### src/design/trsp_pkg.sv
package trsp_pkg;

  // Parser phases, one-hot.
  typedef enum logic [12:0] {
    PH_MAGIC = 13'b0_0000_0000_0001,
    PH_SKIP  = 13'b0_0000_0000_0010,
    PH_GTAG  = 13'b0_0000_0000_0100,
    PH_NLEN  = 13'b0_0000_0000_1000,
    PH_NAME  = 13'b0_0000_0001_0000,
    PH_LTAG  = 13'b0_0000_0010_0000,
    PH_COUNT = 13'b0_0000_0100_0000,
    PH_ESIZE = 13'b0_0000_1000_0000,
    PH_SLEN  = 13'b0_0001_0000_0000,
    PH_STXT  = 13'b0_0010_0000_0000,
    PH_TAIL  = 13'b0_0100_0000_0000,
    PH_DONE  = 13'b0_1000_0000_0000,
    PH_ERR   = 13'b1_0000_0000_0000
  } phase_t;

  typedef enum logic [2:0] {
    KIND_HEADER  = 3'd0,
    KIND_NAME    = 3'd1,
    KIND_ESIZE   = 3'd2,
    KIND_SLEN    = 3'd3,
    KIND_STXT    = 3'd4,
    KIND_TAIL    = 3'd5,
    KIND_STATUS  = 3'd6,
    KIND_IGNORED = 3'd7
  } kind_t;

  typedef enum logic [2:0] {
    ERR_NONE        = 3'd0,
    ERR_MAGIC       = 3'd1,
    ERR_GAME        = 3'd2,
    ERR_LINE        = 3'd3,
    ERR_TRUNC_HDR   = 3'd4,
    ERR_TRUNC_ENTRY = 3'd5,
    ERR_OVERRUN     = 3'd6
  } err_t;

  // Tags stored little-endian: byte 0 of the tag is in bits 7:0.
  localparam logic [31:0] TAG_MAGIC = 32'h5F54_4545;  // "EET_"
  localparam logic [31:0] TAG_GAME  = 32'h454D_4147;  // "GAME"
  localparam logic [31:0] TAG_LINE  = 32'h454E_494C;  // "LINE"

  localparam logic [31:0] SKIP_BYTES   = 32'd8;
  localparam logic [3:0]  STATUS_POS   = 4'd8;
  localparam logic [3:0]  TAIL_POS_MAX = 4'd9;
  localparam logic [2:0]  LAST_SLOT    = 3'd5;

  typedef struct packed {
    logic       final_byte;
    logic       first_byte;
    logic [7:0] data_byte;
  } trsp_item_t;

  typedef struct packed {
    kind_t       byte_kind;
    logic [2:0]  string_slot;
    logic [7:0]  byte_value;
    logic [31:0] entry_number;
    logic        string_done;
    logic        entry_done;
    logic        all_done;
    err_t        error_code;
  } trsp_result_t;

  function automatic logic [7:0] tag_byte(input logic [31:0] tag, input logic [1:0] idx);
    logic [7:0] sel;
    unique case (idx)
      2'd0: sel = tag[7:0];
      2'd1: sel = tag[15:8];
      2'd2: sel = tag[23:16];
      2'd3: sel = tag[31:24];
    endcase
    return sel;
  endfunction

endpackage

### src/design/tagged_record_stream_parser.sv
// Channel   | Direction | Signals                          | Contents
// ----------+-----------+----------------------------------+-----------------------------------
// s_axis    | in        | s_tvalid s_tready s_tdata        | file byte, restart flag (tuser),
//           |           | s_tuser s_tlast                  | last byte of file (tlast)
// m_axis    | out       | m_tvalid m_tready m_tdata        | one classification per file byte,
//           |           | m_tuser                          | byte kind in tuser
//
// One byte is accepted per clock cycle while m_tready stays high; the update of the
// parser phase and its counters is the loop that sets this rate.
// A byte is held in the input register and is parsed into the result register once
// that register is free, so its result is offered from the result register.
// rst is synchronous and active high; it returns the parser to the magic phase with
// all counters and the error code cleared, and empties both registers.
// When m_tready is low, the result register holds and the input register still takes
// one more byte, so the stream keeps moving up to the point where both are full.
module tagged_record_stream_parser (
  input  logic        clk,
  input  logic        rst,
  input  logic        s_tvalid,
  output logic        s_tready,
  input  logic [7:0]  s_tdata,   // [7:0] data_byte
  input  logic [0:0]  s_tuser,   // [0] first_byte
  input  logic        s_tlast,   // final_byte
  output logic        m_tvalid,
  input  logic        m_tready,
  output logic [55:0] m_tdata,   // [2:0] string_slot, [10:3] byte_value,
                                 // [42:11] entry_number, [43] string_done,
                                 // [44] entry_done, [45] all_done,
                                 // [48:46] error_code, [55:49] zero
  output logic [2:0]  m_tuser    // [2:0] byte_kind
);
  import trsp_pkg::*;

  trsp_item_t   in_item;
  trsp_item_t   held_item;
  logic         held_valid;
  logic         out_free;
  logic         advance;
  trsp_result_t core_result;
  trsp_result_t out_result;

  assign in_item.data_byte  = s_tdata;
  assign in_item.first_byte = s_tuser[0];
  assign in_item.final_byte = s_tlast;

  // A held byte is parsed in the cycle it moves into the result register; the parser
  // state advances only then, so stalls never repeat or drop a byte.
  assign advance = held_valid && out_free;

  trsp_in_reg u_in_reg (
    .clk        (clk),
    .rst        (rst),
    .in_valid   (s_tvalid),
    .in_ready   (s_tready),
    .in_item    (in_item),
    .held_valid (held_valid),
    .held_item  (held_item),
    .advance    (advance)
  );

  trsp_core u_core (
    .clk    (clk),
    .rst    (rst),
    .fire   (advance),
    .item   (held_item),
    .result (core_result)
  );

  trsp_out_reg u_out_reg (
    .clk         (clk),
    .rst         (rst),
    .load        (advance),
    .free        (out_free),
    .load_result (core_result),
    .out_valid   (m_tvalid),
    .out_ready   (m_tready),
    .out_result  (out_result)
  );

  // Result fields packed from the lowest bit up, padded to whole bytes.
  assign m_tdata = {7'd0,
                    out_result.error_code,
                    out_result.all_done,
                    out_result.entry_done,
                    out_result.string_done,
                    out_result.entry_number,
                    out_result.byte_value,
                    out_result.string_slot};
  assign m_tuser = out_result.byte_kind;

endmodule

### src/design/trsp_in_reg.sv
module trsp_in_reg (
  input  logic                   clk,
  input  logic                   rst,
  input  logic                   in_valid,
  output logic                   in_ready,
  input  trsp_pkg::trsp_item_t   in_item,
  output logic                   held_valid,
  output trsp_pkg::trsp_item_t   held_item,
  input  logic                   advance
);
  import trsp_pkg::*;

  // The register may refill in the same cycle that its item moves on.
  assign in_ready = !held_valid || advance;

  always_ff @(posedge clk) begin
    if (rst) begin
      held_valid <= 1'b0;
    end else if (in_ready) begin
      held_valid <= in_valid;
    end
  end

  always_ff @(posedge clk) begin
    if (in_valid && in_ready) begin
      held_item <= in_item;
    end
  end

endmodule

### src/design/trsp_core.sv
module trsp_core (
  input  logic                   clk,
  input  logic                   rst,
  input  logic                   fire,
  input  trsp_pkg::trsp_item_t   item,
  output trsp_pkg::trsp_result_t result
);
  import trsp_pkg::*;

  phase_t      phase, phase_next, cur_phase;
  logic [31:0] field_counter, field_counter_next, cur_fc;
  logic [31:0] value_shift, value_shift_next, cur_vs;
  logic [31:0] entry_bytes_left, entry_bytes_left_next, cur_ebl;
  logic [31:0] entries_left, entries_left_next, cur_el;
  logic [31:0] entry_index, entry_index_next, cur_ei;
  logic [2:0]  slot, slot_next, cur_slot;
  logic [3:0]  tail_position, tail_position_next, cur_tp;
  err_t        sticky_error, sticky_error_next, cur_err;

  logic [1:0]  idx;
  logic [7:0]  b;
  logic [31:0] merged, fc_inc, fc_dec, ebl_dec, el_dec;
  logic        string_end, entry_close;
  kind_t       kind;
  logic [2:0]  oslot;
  logic        sdone, edone, adone;

  always_comb begin
    // A first byte restarts the parser before the byte is classified.
    if (item.first_byte) begin
      cur_phase = PH_MAGIC;
      cur_fc    = '0;
      cur_vs    = '0;
      cur_ebl   = '0;
      cur_el    = '0;
      cur_ei    = '0;
      cur_slot  = '0;
      cur_tp    = '0;
      cur_err   = ERR_NONE;
    end else begin
      cur_phase = phase;
      cur_fc    = field_counter;
      cur_vs    = value_shift;
      cur_ebl   = entry_bytes_left;
      cur_el    = entries_left;
      cur_ei    = entry_index;
      cur_slot  = slot;
      cur_tp    = tail_position;
      cur_err   = sticky_error;
    end

    phase_next            = cur_phase;
    field_counter_next    = cur_fc;
    value_shift_next      = cur_vs;
    entry_bytes_left_next = cur_ebl;
    entries_left_next     = cur_el;
    entry_index_next      = cur_ei;
    slot_next             = cur_slot;
    tail_position_next    = cur_tp;
    sticky_error_next     = cur_err;

    b       = item.data_byte;
    idx     = cur_fc[1:0];
    merged  = cur_vs | ({24'd0, b} << {idx, 3'b000});
    fc_inc  = cur_fc + 32'd1;
    fc_dec  = cur_fc - 32'd1;
    ebl_dec = cur_ebl - 32'd1;
    el_dec  = cur_el - 32'd1;

    kind        = KIND_IGNORED;
    oslot       = '0;
    sdone       = 1'b0;
    edone       = 1'b0;
    adone       = 1'b0;
    string_end  = 1'b0;
    entry_close = 1'b0;

    unique case (cur_phase)
      PH_MAGIC: begin
        kind = KIND_HEADER;
        if (b != tag_byte(TAG_MAGIC, idx)) begin
          phase_next        = PH_ERR;
          sticky_error_next = ERR_MAGIC;
        end else if (idx == 2'd3) begin
          phase_next         = PH_SKIP;
          field_counter_next = '0;
          value_shift_next   = '0;
        end else begin
          field_counter_next = fc_inc;
          value_shift_next   = merged;
        end
      end
      PH_SKIP: begin
        kind               = KIND_HEADER;
        field_counter_next = fc_inc;
        if (fc_inc >= SKIP_BYTES) begin
          phase_next         = PH_GTAG;
          field_counter_next = '0;
          value_shift_next   = '0;
        end
      end
      PH_GTAG: begin
        kind = KIND_HEADER;
        if (b != tag_byte(TAG_GAME, idx)) begin
          phase_next        = PH_ERR;
          sticky_error_next = ERR_GAME;
        end else if (idx == 2'd3) begin
          phase_next         = PH_NLEN;
          field_counter_next = '0;
          value_shift_next   = '0;
        end else begin
          field_counter_next = fc_inc;
          value_shift_next   = merged;
        end
      end
      PH_NLEN: begin
        kind = KIND_HEADER;
        if (idx == 2'd1) begin
          value_shift_next = '0;
          if (merged == '0) begin
            phase_next         = PH_LTAG;
            field_counter_next = '0;
          end else begin
            phase_next         = PH_NAME;
            field_counter_next = merged;
          end
        end else begin
          field_counter_next = fc_inc;
          value_shift_next   = merged;
        end
      end
      PH_NAME: begin
        kind               = KIND_NAME;
        field_counter_next = fc_dec;
        if (fc_dec == '0) begin
          phase_next       = PH_LTAG;
          value_shift_next = '0;
        end
      end
      PH_LTAG: begin
        kind = KIND_HEADER;
        if (b != tag_byte(TAG_LINE, idx)) begin
          phase_next        = PH_ERR;
          sticky_error_next = ERR_LINE;
        end else if (idx == 2'd3) begin
          phase_next         = PH_COUNT;
          field_counter_next = '0;
          value_shift_next   = '0;
        end else begin
          field_counter_next = fc_inc;
          value_shift_next   = merged;
        end
      end
      PH_COUNT: begin
        kind = KIND_HEADER;
        if (idx == 2'd3) begin
          entries_left_next = merged;
          entry_index_next  = '0;
          if (merged == '0) begin
            phase_next = PH_DONE;
            adone      = 1'b1;
          end else begin
            phase_next         = PH_ESIZE;
            field_counter_next = '0;
            value_shift_next   = '0;
          end
        end else begin
          field_counter_next = fc_inc;
          value_shift_next   = merged;
        end
      end
      PH_ESIZE: begin
        kind = KIND_ESIZE;
        if (idx == 2'd3) begin
          entry_bytes_left_next = merged;
          slot_next             = '0;
          phase_next            = PH_SLEN;
          field_counter_next    = '0;
          value_shift_next      = '0;
        end else begin
          field_counter_next = fc_inc;
          value_shift_next   = merged;
        end
      end
      PH_SLEN: begin
        kind  = KIND_SLEN;
        oslot = cur_slot;
        if (cur_ebl == '0) begin
          phase_next        = PH_ERR;
          sticky_error_next = ERR_OVERRUN;
        end else begin
          entry_bytes_left_next = ebl_dec;
          if (idx == 2'd3) begin
            // A string longer than what is left of the entry is an overrun.
            if (merged > ebl_dec) begin
              phase_next        = PH_ERR;
              sticky_error_next = ERR_OVERRUN;
            end else if (merged == '0) begin
              string_end = 1'b1;
            end else begin
              phase_next         = PH_STXT;
              field_counter_next = merged;
              value_shift_next   = merged;
            end
          end else begin
            field_counter_next = fc_inc;
            value_shift_next   = merged;
          end
        end
      end
      PH_STXT: begin
        kind  = KIND_STXT;
        oslot = cur_slot;
        if (cur_ebl == '0 || cur_fc == '0) begin
          phase_next        = PH_ERR;
          sticky_error_next = ERR_OVERRUN;
        end else begin
          entry_bytes_left_next = ebl_dec;
          field_counter_next    = fc_dec;
          if (fc_dec == '0) begin
            string_end = 1'b1;
          end
        end
      end
      PH_TAIL: begin
        kind = (cur_tp == STATUS_POS) ? KIND_STATUS : KIND_TAIL;
        if (cur_tp < TAIL_POS_MAX) begin
          tail_position_next = cur_tp + 4'd1;
        end
        if (cur_ebl != '0) begin
          entry_bytes_left_next = ebl_dec;
        end
        if (cur_ebl == '0 || ebl_dec == '0) begin
          entry_close = 1'b1;
        end
      end
      PH_DONE: begin
        adone = 1'b1;
      end
      PH_ERR: begin
        phase_next = PH_ERR;
      end
      default: begin
        phase_next = PH_ERR;
      end
    endcase

    if (string_end) begin
      sdone = 1'b1;
      if (cur_slot >= LAST_SLOT) begin
        slot_next = '0;
        if (entry_bytes_left_next == '0) begin
          entry_close = 1'b1;
        end else begin
          phase_next         = PH_TAIL;
          tail_position_next = '0;
        end
      end else begin
        slot_next          = cur_slot + 3'd1;
        phase_next         = PH_SLEN;
        field_counter_next = '0;
        value_shift_next   = '0;
      end
    end

    if (entry_close) begin
      edone             = 1'b1;
      entries_left_next = el_dec;
      entry_index_next  = cur_ei + 32'd1;
      if (el_dec == '0) begin
        phase_next = PH_DONE;
        adone      = 1'b1;
      end else begin
        phase_next         = PH_ESIZE;
        field_counter_next = '0;
        value_shift_next   = '0;
      end
    end

    // The file ended before the parse completed.
    if (item.final_byte && phase_next != PH_DONE && phase_next != PH_ERR) begin
      if (phase_next == PH_MAGIC || phase_next == PH_SKIP || phase_next == PH_GTAG ||
          phase_next == PH_NLEN || phase_next == PH_NAME || phase_next == PH_LTAG ||
          phase_next == PH_COUNT) begin
        sticky_error_next = ERR_TRUNC_HDR;
      end else begin
        sticky_error_next = ERR_TRUNC_ENTRY;
      end
      phase_next = PH_ERR;
    end

    result.byte_kind    = kind;
    result.string_slot  = oslot;
    result.byte_value   = b;
    result.entry_number = cur_ei;
    result.string_done  = sdone;
    result.entry_done   = edone;
    result.all_done     = adone;
    result.error_code   = sticky_error_next;
  end

  always_ff @(posedge clk) begin
    if (rst) begin
      phase            <= PH_MAGIC;
      field_counter    <= '0;
      value_shift      <= '0;
      entry_bytes_left <= '0;
      entries_left     <= '0;
      entry_index      <= '0;
      slot             <= '0;
      tail_position    <= '0;
      sticky_error     <= ERR_NONE;
    end else if (fire) begin
      phase            <= phase_next;
      field_counter    <= field_counter_next;
      value_shift      <= value_shift_next;
      entry_bytes_left <= entry_bytes_left_next;
      entries_left     <= entries_left_next;
      entry_index      <= entry_index_next;
      slot             <= slot_next;
      tail_position    <= tail_position_next;
      sticky_error     <= sticky_error_next;
    end
  end

`ifndef SYNTH
  // Once raised, an error stays until a new file starts.
  assert property (@(posedge clk) disable iff (rst)
    (fire && !item.first_byte && sticky_error != ERR_NONE) |=>
      (sticky_error == $past(sticky_error)))
    else $error("sticky error changed without a restart");

  assert property (@(posedge clk) disable iff (rst)
    (fire && result.string_done) |->
      (result.byte_kind == KIND_SLEN || result.byte_kind == KIND_STXT))
    else $error("string completion on a byte outside a string");

  // Completion is raised either by the last entry or by an empty count.
  assert property (@(posedge clk) disable iff (rst)
    (fire && result.all_done && result.byte_kind != KIND_IGNORED) |->
      (result.entry_done || result.byte_kind == KIND_HEADER))
    else $error("completion without a finished entry or empty count");

  assert property (@(posedge clk) disable iff (rst)
    slot <= LAST_SLOT)
    else $error("string slot out of range");
`endif

endmodule

### src/design/trsp_out_reg.sv
module trsp_out_reg (
  input  logic                   clk,
  input  logic                   rst,
  input  logic                   load,
  output logic                   free,
  input  trsp_pkg::trsp_result_t load_result,
  output logic                   out_valid,
  input  logic                   out_ready,
  output trsp_pkg::trsp_result_t out_result
);
  import trsp_pkg::*;

  // A result that is being taken frees the register for the next one.
  assign free = !out_valid || out_ready;

  always_ff @(posedge clk) begin
    if (rst) begin
      out_valid <= 1'b0;
    end else if (load) begin
      out_valid <= 1'b1;
    end else if (out_ready) begin
      out_valid <= 1'b0;
    end
  end

  always_ff @(posedge clk) begin
    if (load) begin
      out_result <= load_result;
    end
  end

endmodule
### config.mk
export PLATFORM = sky130hd
export DESIGN_NAME = tagged_record_stream_parser
export DESIGN_NICKNAME = d
export VERILOG_FILES = /design/src/design/trsp_pkg.sv /design/src/design/tagged_record_stream_parser.sv /design/src/design/trsp_in_reg.sv /design/src/design/trsp_core.sv /design/src/design/trsp_out_reg.sv
export SDC_FILE = /design/constraint.sdc
export NUM_CORES = 1
export LEC_CHECK = 0
export BUFFER_PORTS_ARGS = -buffer_cell sky130_fd_sc_hd__buf_2
export CORE_MARGIN = 2
export CORE_UTILIZATION = 33
export DETAILED_ROUTE_END_ITERATION = 16
export GPL_TIMING_DRIVEN = 1
export HOLD_SLACK_MARGIN = 0.05
export MAX_ROUTING_LAYER = met4
export PLACE_DENSITY = 0.59
export SLEW_MARGIN = 20
export SYNTH_ARGS = -nofsm -noshare
export SYNTH_HDL_FRONTEND = slang
export SYNTH_SLANG_ARGS = --single-unit
### constraint.sdc
create_clock -name clk -period 5.89 [get_ports clk]
set_input_delay 0.589 -clock clk [delete_from_list [all_inputs] [get_ports clk]]
set_output_delay 0.589 -clock clk [all_outputs]
set_load 0.01 [all_outputs]
==> metrics.txt, run 1 <==
vias in the first global route=23900; endpoints failing setup=0; IO buf count=67; DR WL met3=13.1 mm; final hold vios=0; P_int=3180 uW; Crit Path Category=register to register; max frequency=175 MHz; worst-skew pair later-pin latency=0.62 ns; Die ar.=69900 um^2; post-synthesis mux area share=1.54%; RSZ-0062 raised after global routing=no; initial antenna violation count=9; core area=67200 um^2; MaxCap Viol Count=0; Warnings, synthesis=0; critical path arrival=6.20 ns; Setup Total Neg Slack=0 ns; switching power=1570 uW; top cells by count, synth=nand2_1 (313), nor2_1 (311), a21oi_1 (235); worst reg2reg endpoint=u_core.value_shift[18]; Synth top area share=16.6%; switch share=33.1%; HP Start=s_tdata[2]; Synth async-reset ratio=0%; Root Buffer=clkbuf_16; Reg power frac=38.2%; Post-Syn Instances=3090; Post-synth EDFFs=62; share of layout cells above drive strength 1=14.7%; P&R area growth vs syn=14.6%; Slew headroom=27.2%; Critical Path End Type=register; Comb power frac=20.5%; post-synthesis xor/xnor area fraction=2.90%; count leader, synth=nand2_1; Avg Inst Size Synth=7.24 um^2; Tmin final=5.70 ns; CTS max path bufs=3; worst min path class=input pin to register; CTS tree=done; leading area contributor after synthesis=dfxtp_1; CTS Hold Bufs=0; Crit. Startpoint=u_core.entry_bytes_left[16]; Simple-Gate Fraction of Synth Area=31.8%; I/O pin count=75; ANT nets after route=0; initial DRC count=3874; fin crit share=96.8%; cts bufs inserted=30; Sink Count=247; PD cells=185 nW/um^2; vias=26600; CP endpoint=u_core.value_shift[18]; R2R setup slack=0.19 ns; Detailed Routing Iterations Pass 1=6; grt ovf=0; Global Route Usage Sum=32.3%; Die Y=264 um; max-slew violation count=0; routed len/inst=28.0 um; Post-synth top flop=dfxtp_1; sequential area share after synthesis=24.9%; Leak=0.00951 uW; DRC violations left=0; Clock power frac=41.3%; Max H-tree Level=1; largest family of logic cells by synthesized area=simple AND/OR/NAND/NOR gates; Clock transition at path regs=0.07 ns; met1 wire length=46.2 mm; Post-Synth Adder-Cell Area=2.63%; largest net degree at the start of global routing=92; chip width=264 um; Layout Nets=3222; worst vdd ir=0.000235 V; FP Rows=95; required time of the worst setup path=6.39 ns; clk_skew=0.0204 ns; first-pass GRT wire length=166 mm; routed wl met2=46.9 mm; Initial Util=33.3%; Tot Pwr=4750 uW; Final GP Congestion=1.08; number of synthesized register bits=247; reg-to-reg startpoint=u_core.entry_bytes_left[16]; DRT Wirelength=114 mm; worst slew pin tran=1.08 ns; CP max FO=10; R2R cell count=20; Netlist cell types=123; mapped cell area=22400 um^2; outcome=completed; Top Layer Used=met4; CP startpoint kind=register; post-synthesis compound-gate area fraction=29.5%; vias per cell=6.53; Post-DP HPWL=84.2 mm; top area cells in the synthesized netlist=dfxtp_1 (17%), edfxtp_1 (8.3%), a21oi_1 (5.3%)
## power by group through the flow
stage	Sequential (uW)	Clock [uW]	Combinational [uW]
2_1_floorplan	1840	0	562
3_3_place_gp	1850	0	937
3_5_place_dp	1850	0	930
4_1_cts	1810	1980	934
5_1_grt	1820	2050	1020
6_report	1820	1960	972
## state kept, by name, indices dropped and copies added (netlist names)
register                 count
u_core.phase                13
u_core.tail_position         4
u_core.entry_index          32
u_out_reg.out_valid          1
u_core.entries_left         32
u_core.field_counter        32
u_out_reg.out_result        52
u_in_reg.held_valid          1
u_in_reg.held_item          10
u_core.sticky_error          3
u_core.entry_bytes_left     32
u_core.value_shift          32
u_core.slot                  3
## what timing repair did
action                                  in CTS  in global routing
endpoints found under the setup margin       0                 19
setup buffers                                0                  1
resized for setup                            0                  6
## through the flow
| step | area, um^2 | setup WS, ns | hold slack (ns) | util (%) | std cells |
|---|---|---|---|---|---|
| 2_1_floorplan | 22400 | 0.0248 | 0.408 | - | 3096 |
| 3_3_place_gp | 24500 | 0.363 | 0.417 | 36.5 | 4001 |
| 3_5_place_dp | 24500 | 0.224 | 0.422 | 36.5 | 4001 |
| 4_1_cts | 25600 | 0.195 | 0.130 | 38.1 | 4057 |
| 5_1_grt | 25600 | 0.0351 | 0.141 | 38.2 | 4068 |
| 6_report | 25600 | 0.191 | 0.142 | 38.2 | 4069 |
## metal layers
metal  GRT usage [%]  up-vias
li1                -    11800
met1            42.2    12500
met2            46.1     1849
met3            7.57      388
met4            16.9        0
met5               -        -
## cell usage in the layout (no fill, tap or decap), types with 24 or more instances in the layout
master	instances
a21oi_1	234
buf_2	66
a211oi_1	40
a31oi_1	59
edfxtp_1	62
a21o_1	30
a22oi_1	38
clkbuf_16	30
nor4_1	71
dfxtp_1	185
a22o_1	30
o21ai_0	224
nor3_1	108
nand2_1	312
buf_4	233
o22ai_1	50
or4_1	45
nand3_1	91
o211ai_1	38
ha_1	46
nor2_1	305
and2_1	27
and3_1	48
nand4_1	59
nor2b_1	79
mux2i_1	24
inv_1	66
xnor2_1	56
## layout make-up
cell class / instances / area [um^2]
antenna: 11 / 27.5
clock buffer: 40 / 848
clock inverter: 16 / 163
fill: 7096 / 41500
inverter: 71 / 273
multi-input combinational: 2506 / 15500
sequential: 247 / 5570
tap: 873 / 1090
timing repair buffer: 305 / 2200
## kinds of logic (layout without fill, tap and decap cells)
kind of cell	Yosys count	count (layout)
AO/OA/AOI/OAI	1000	1000
other	1	18
multiplexers	32	32
adder cells (fa/ha/maj)	47	47
AND/OR/NAND/NOR	1346	1346
XOR/XNOR	74	74
flip-flops	247	247
buffers and inverters	343	432
## critical path, cell delays in order, from the launching register on
cell and delay (ns):
dfxtp_1 0.41, nor4_2 0.58, nand2_1 0.25, o31a_1 0.33, or3_1 0.36, inv_1 0.11, ha_1 0.25, and4_1 0.21
a21o_1 0.17, o21ai_0 0.31, o311ai_4 0.22, a2111oi_4 0.46, nor2_4 0.08, o32ai_2 0.43, and2_1 0.22, a311o_1 0.27
buf_4 0.28, nor2_1 0.10, buf_4 0.20, a31oi_1 0.21, o22ai_1 0.10
## worst min path at each step
stage | cells past startpoint | slack (ns) | to
3_5_place_dp | 2 | 0.42 | u_core.entry_index[21]
3_3_place_gp | 2 | 0.42 | u_core.entry_index[21]
2_1_floorplan | 2 | 0.41 | u_core.entry_index[21]
6_report | 1 | 0.14 | u_in_reg.held_item[2]
5_1_grt | 1 | 0.14 | u_in_reg.held_item[0]
4_1_cts | 1 | 0.13 | u_in_reg.held_item[2]
No activity file was read; power rests on OpenSTA's default activity.
==> run 2: changes to the inputs <==
--- a/config.mk
+++ b/config.mk
@@ -5,6 +5,8 @@
 export SDC_FILE = /design/constraint.sdc
 export NUM_CORES = 1
 export LEC_CHECK = 0
+export ABC_AREA = 1
+export ABC_CLOCK_PERIOD_IN_PS = 5890
 export BUFFER_PORTS_ARGS = -buffer_cell sky130_fd_sc_hd__buf_2
 export CORE_MARGIN = 2
 export CORE_UTILIZATION = 33
==> metrics.txt, run 2 <==
I/O pin count=75 (unchanged); HP Start=s_tdata[5]; core area=72800 um^2 (+8.5%); post-route cell area=27000 um^2 (+5.4%); top cells by count, synth=nand2_1 (1170), nor2_1 (550), inv_1 (461); DRT Wirelength=117 mm (+2.7%); RSZ-0062 raised after global routing=no; grt ovf=0 (unchanged); most flop-heavy register=u_out_reg.out_result; IO buf count=67 (unchanged); required time of the worst setup path=6.40 ns (about the same); Warnings, synthesis=0 (unchanged); slowest CP cell=nor2_2; endpoints failing setup=0 (unchanged); leading area contributor after synthesis=nand2_1; largest net degree at the start of global routing=106 (+15%); worst reg2reg endpoint=u_core.field_counter[30]; most used cell, CP=nand2_1; Synth async-reset ratio=0% (unchanged); Avg Inst Size Synth=5.73 um^2 (-21%); max frequency=177 MHz (+1.0%); worst vdd ir=0.000191 V (-19%); Setup Total Neg Slack=0 ns (unchanged); FP Rows=99 (+4.2%); highest-count cells in the layout ignoring fill and taps=nand2_1 (1167), nor2_1 (545), inv_1 (461); clk_skew=0.0351 ns (+0.0147 ns); outcome=completed; share of layout cells above drive strength 1=7.68% (-7.0 points); CTS tree=done; PD cells=202 nW/um^2 (+9.1%); Clock transition at path regs=0.06 ns (about the same); first-pass GRT wire length=172 mm (+3.7%); Root Buffer=clkbuf_16; Post-Syn Instances=4228 (+37%); Final GP Congestion=1.13 (+4.6%); worst-skew pair later-pin latency=0.60 ns (-0.02 ns); commonest non-fill, non-tap cell in the layout=nand2_1; Layout Nets=4305 (+34%); initial DRC count=4268 (+10%); chip width=275 um (+4.1%); count leader, synth=nand2_1; DP Area=25700 um^2 (+4.8%); Global Route Usage Sum=30.8% (-1.5 points); Post-synth EDFFs=62 (unchanged); mapped cell area=24200 um^2 (+8.4%); reg-to-reg startpoint=u_in_reg.held_item[8]; Leak=0.0127 uW (+33%); hold path depth=1 (unchanged); Post-DP HPWL=86.0 mm (+2.2%); Die Y=275 um (+4.1%); initial antenna violation count=2 (-7); worst slew pin tran=1.14 ns (+0.0604 ns); cts bufs inserted=36 (+20%); vias in the first global route=27000 (+13%); Slew headroom=23.0% (-4.2 points); Critical Path End Type=register; R2R setup slack=0.25 ns (+0.06 ns); top area cells in the synthesized netlist=nand2_1 (18%), dfxtp_1 (15%), nor2_1 (8.5%); critical path depth=29 (+45%); Sink Count=247 (unchanged); Hold Worst Slack=0.176 ns (+0.0341 ns); vias=30200 (+14%); CP max FO=43 (+33); Largest register FFs=52 (unchanged); Tot Pwr=5460 uW (+15%); Largest delay share family, worst path=simple AND/OR/NAND/NOR gates; R2R cell count=29 (+45%); Worst Hold Path EP=u_in_reg.held_item[5]; Crit Path Category=register to register; Detailed Routing Iterations Pass 1=8 (+2); post_cts resized=0 (unchanged); fin crit share=95.8% (-0.96 points); routed len/inst=22.3 um (-20%); Worst Setup Slack, final=0.247 ns (+0.0566 ns); ANT nets after route=0 (unchanged); Filler Cell Count=8170 (+15%); Post-CTS Setup Inserts=0 (unchanged); CP startpoint kind=register; Max H-tree Level=2 (+1); Post-synth top flop=dfxtp_1; Worst path max stage delay=0.44 ns (-0.14 ns); P&R area growth vs syn=11.4%; Netlist cell types=60 (-51%); Tmin final=5.64 ns (-0.0566 ns); sequential area share after synthesis=23.0% (-1.9 points); number of synthesized register bits=247 (unchanged); max-slew violation count=0 (unchanged); CTS Hold Bufs=0 (unchanged); worst min path class=input pin to register; CTS max path bufs=3 (unchanged); Synth top area share=18.1% (+1.6 points); DRC violations left=0 (unchanged); final hold vios=0 (unchanged); Die ar.=75700 um^2 (+8.3%); Worst Path Buf+Inv=5 (+2); critical path arrival=6.15 ns (-0.05 ns); Initial Util=33.3% (about the same); vias per cell=5.78 (-12%); Post-Place Setup Slack=0.203 ns (-0.0208 ns); MaxCap Viol Count=0 (unchanged)
==> run 2: worst max path at each step <==
| stage | from | endpoint |
|---|---|---|
| 3_5_place_dp | u_in_reg.held_item[8] | u_core.value_shift[17] |
| 5_1_grt | u_in_reg.held_item[8] | u_core.value_shift[13] |
| 2_1_floorplan | u_in_reg.held_item[8] | u_core.value_shift[9] |
| 3_3_place_gp | u_in_reg.held_item[8] | u_core.value_shift[19] |
| 6_report | u_in_reg.held_item[8] | u_core.field_counter[30] |
| 4_1_cts | u_in_reg.held_item[8] | u_core.value_shift[15] |
==> run 2: metal layers <==
layer  track usage, %  vias to the layer above  share of wire [%]
met5                -                        -                  0
met4             16.7                        0                6.6
met3             6.67                      417                 12
met2             44.4                     1906                 41
met1             39.8                    13900                 40
li1                 -                    14000                  -
==> run 2: per-stage QoR <==
stage / util, % / cells
floorplan: - / 4234
global placement: 35.3 / 5165
detailed placement: 35.3 / 5165
CTS: 37.0 / 5231
global route: 37.1 / 5233
finish: 37.1 / 5233
==> run 2: final cells by class <==
class / instances / area (um^2) / share of cell area, %
Sequential cell: 247 / 5570 / 20.6
Multi-Input combinational cell: 3290 / 15900 / 59.0
Antenna cell: 2 / 5.00 / 0.0185
Clock inverter: 19 / 279 / 1.03
Tap cell: 959 / 1200 / 4.44
Clock buffer: 47 / 962 / 3.56
Inverter: 498 / 1890 / 7.01
Timing Repair Buffer: 171 / 1180 / 4.35
==> run 2: cell families (layout without fill, tap and decap cells) <==
group / count (synthesis) / after routing / synth area share (%)
xor+xnor: 95 / 95 / 3.43
other cells: 1 / 9 / 0.0155
buf+inv: 697 / 735 / 11.7
compound gates: 860 / 860 / 20.0
simple gates: 2281 / 2281 / 39.5
flops: 247 / 247 / 23.0
fa+ha+maj: 47 / 47 / 2.43
==> run 2: where the power goes <==
part           internal, uW  switching (uW)  total, uW
clock                  1430             940       2360
combinational           319             937       1260
sequential             1800            41.4       1840
==> run 2: worst register-to-register path: cells and delay by family (launching register included) <==
family	cells	cell delay (ns)
simple gates	17	2.75
compound gates	6	0.89
buf+inv	5	1.30
flops	1	0.39
fa+ha+maj	1	0.25
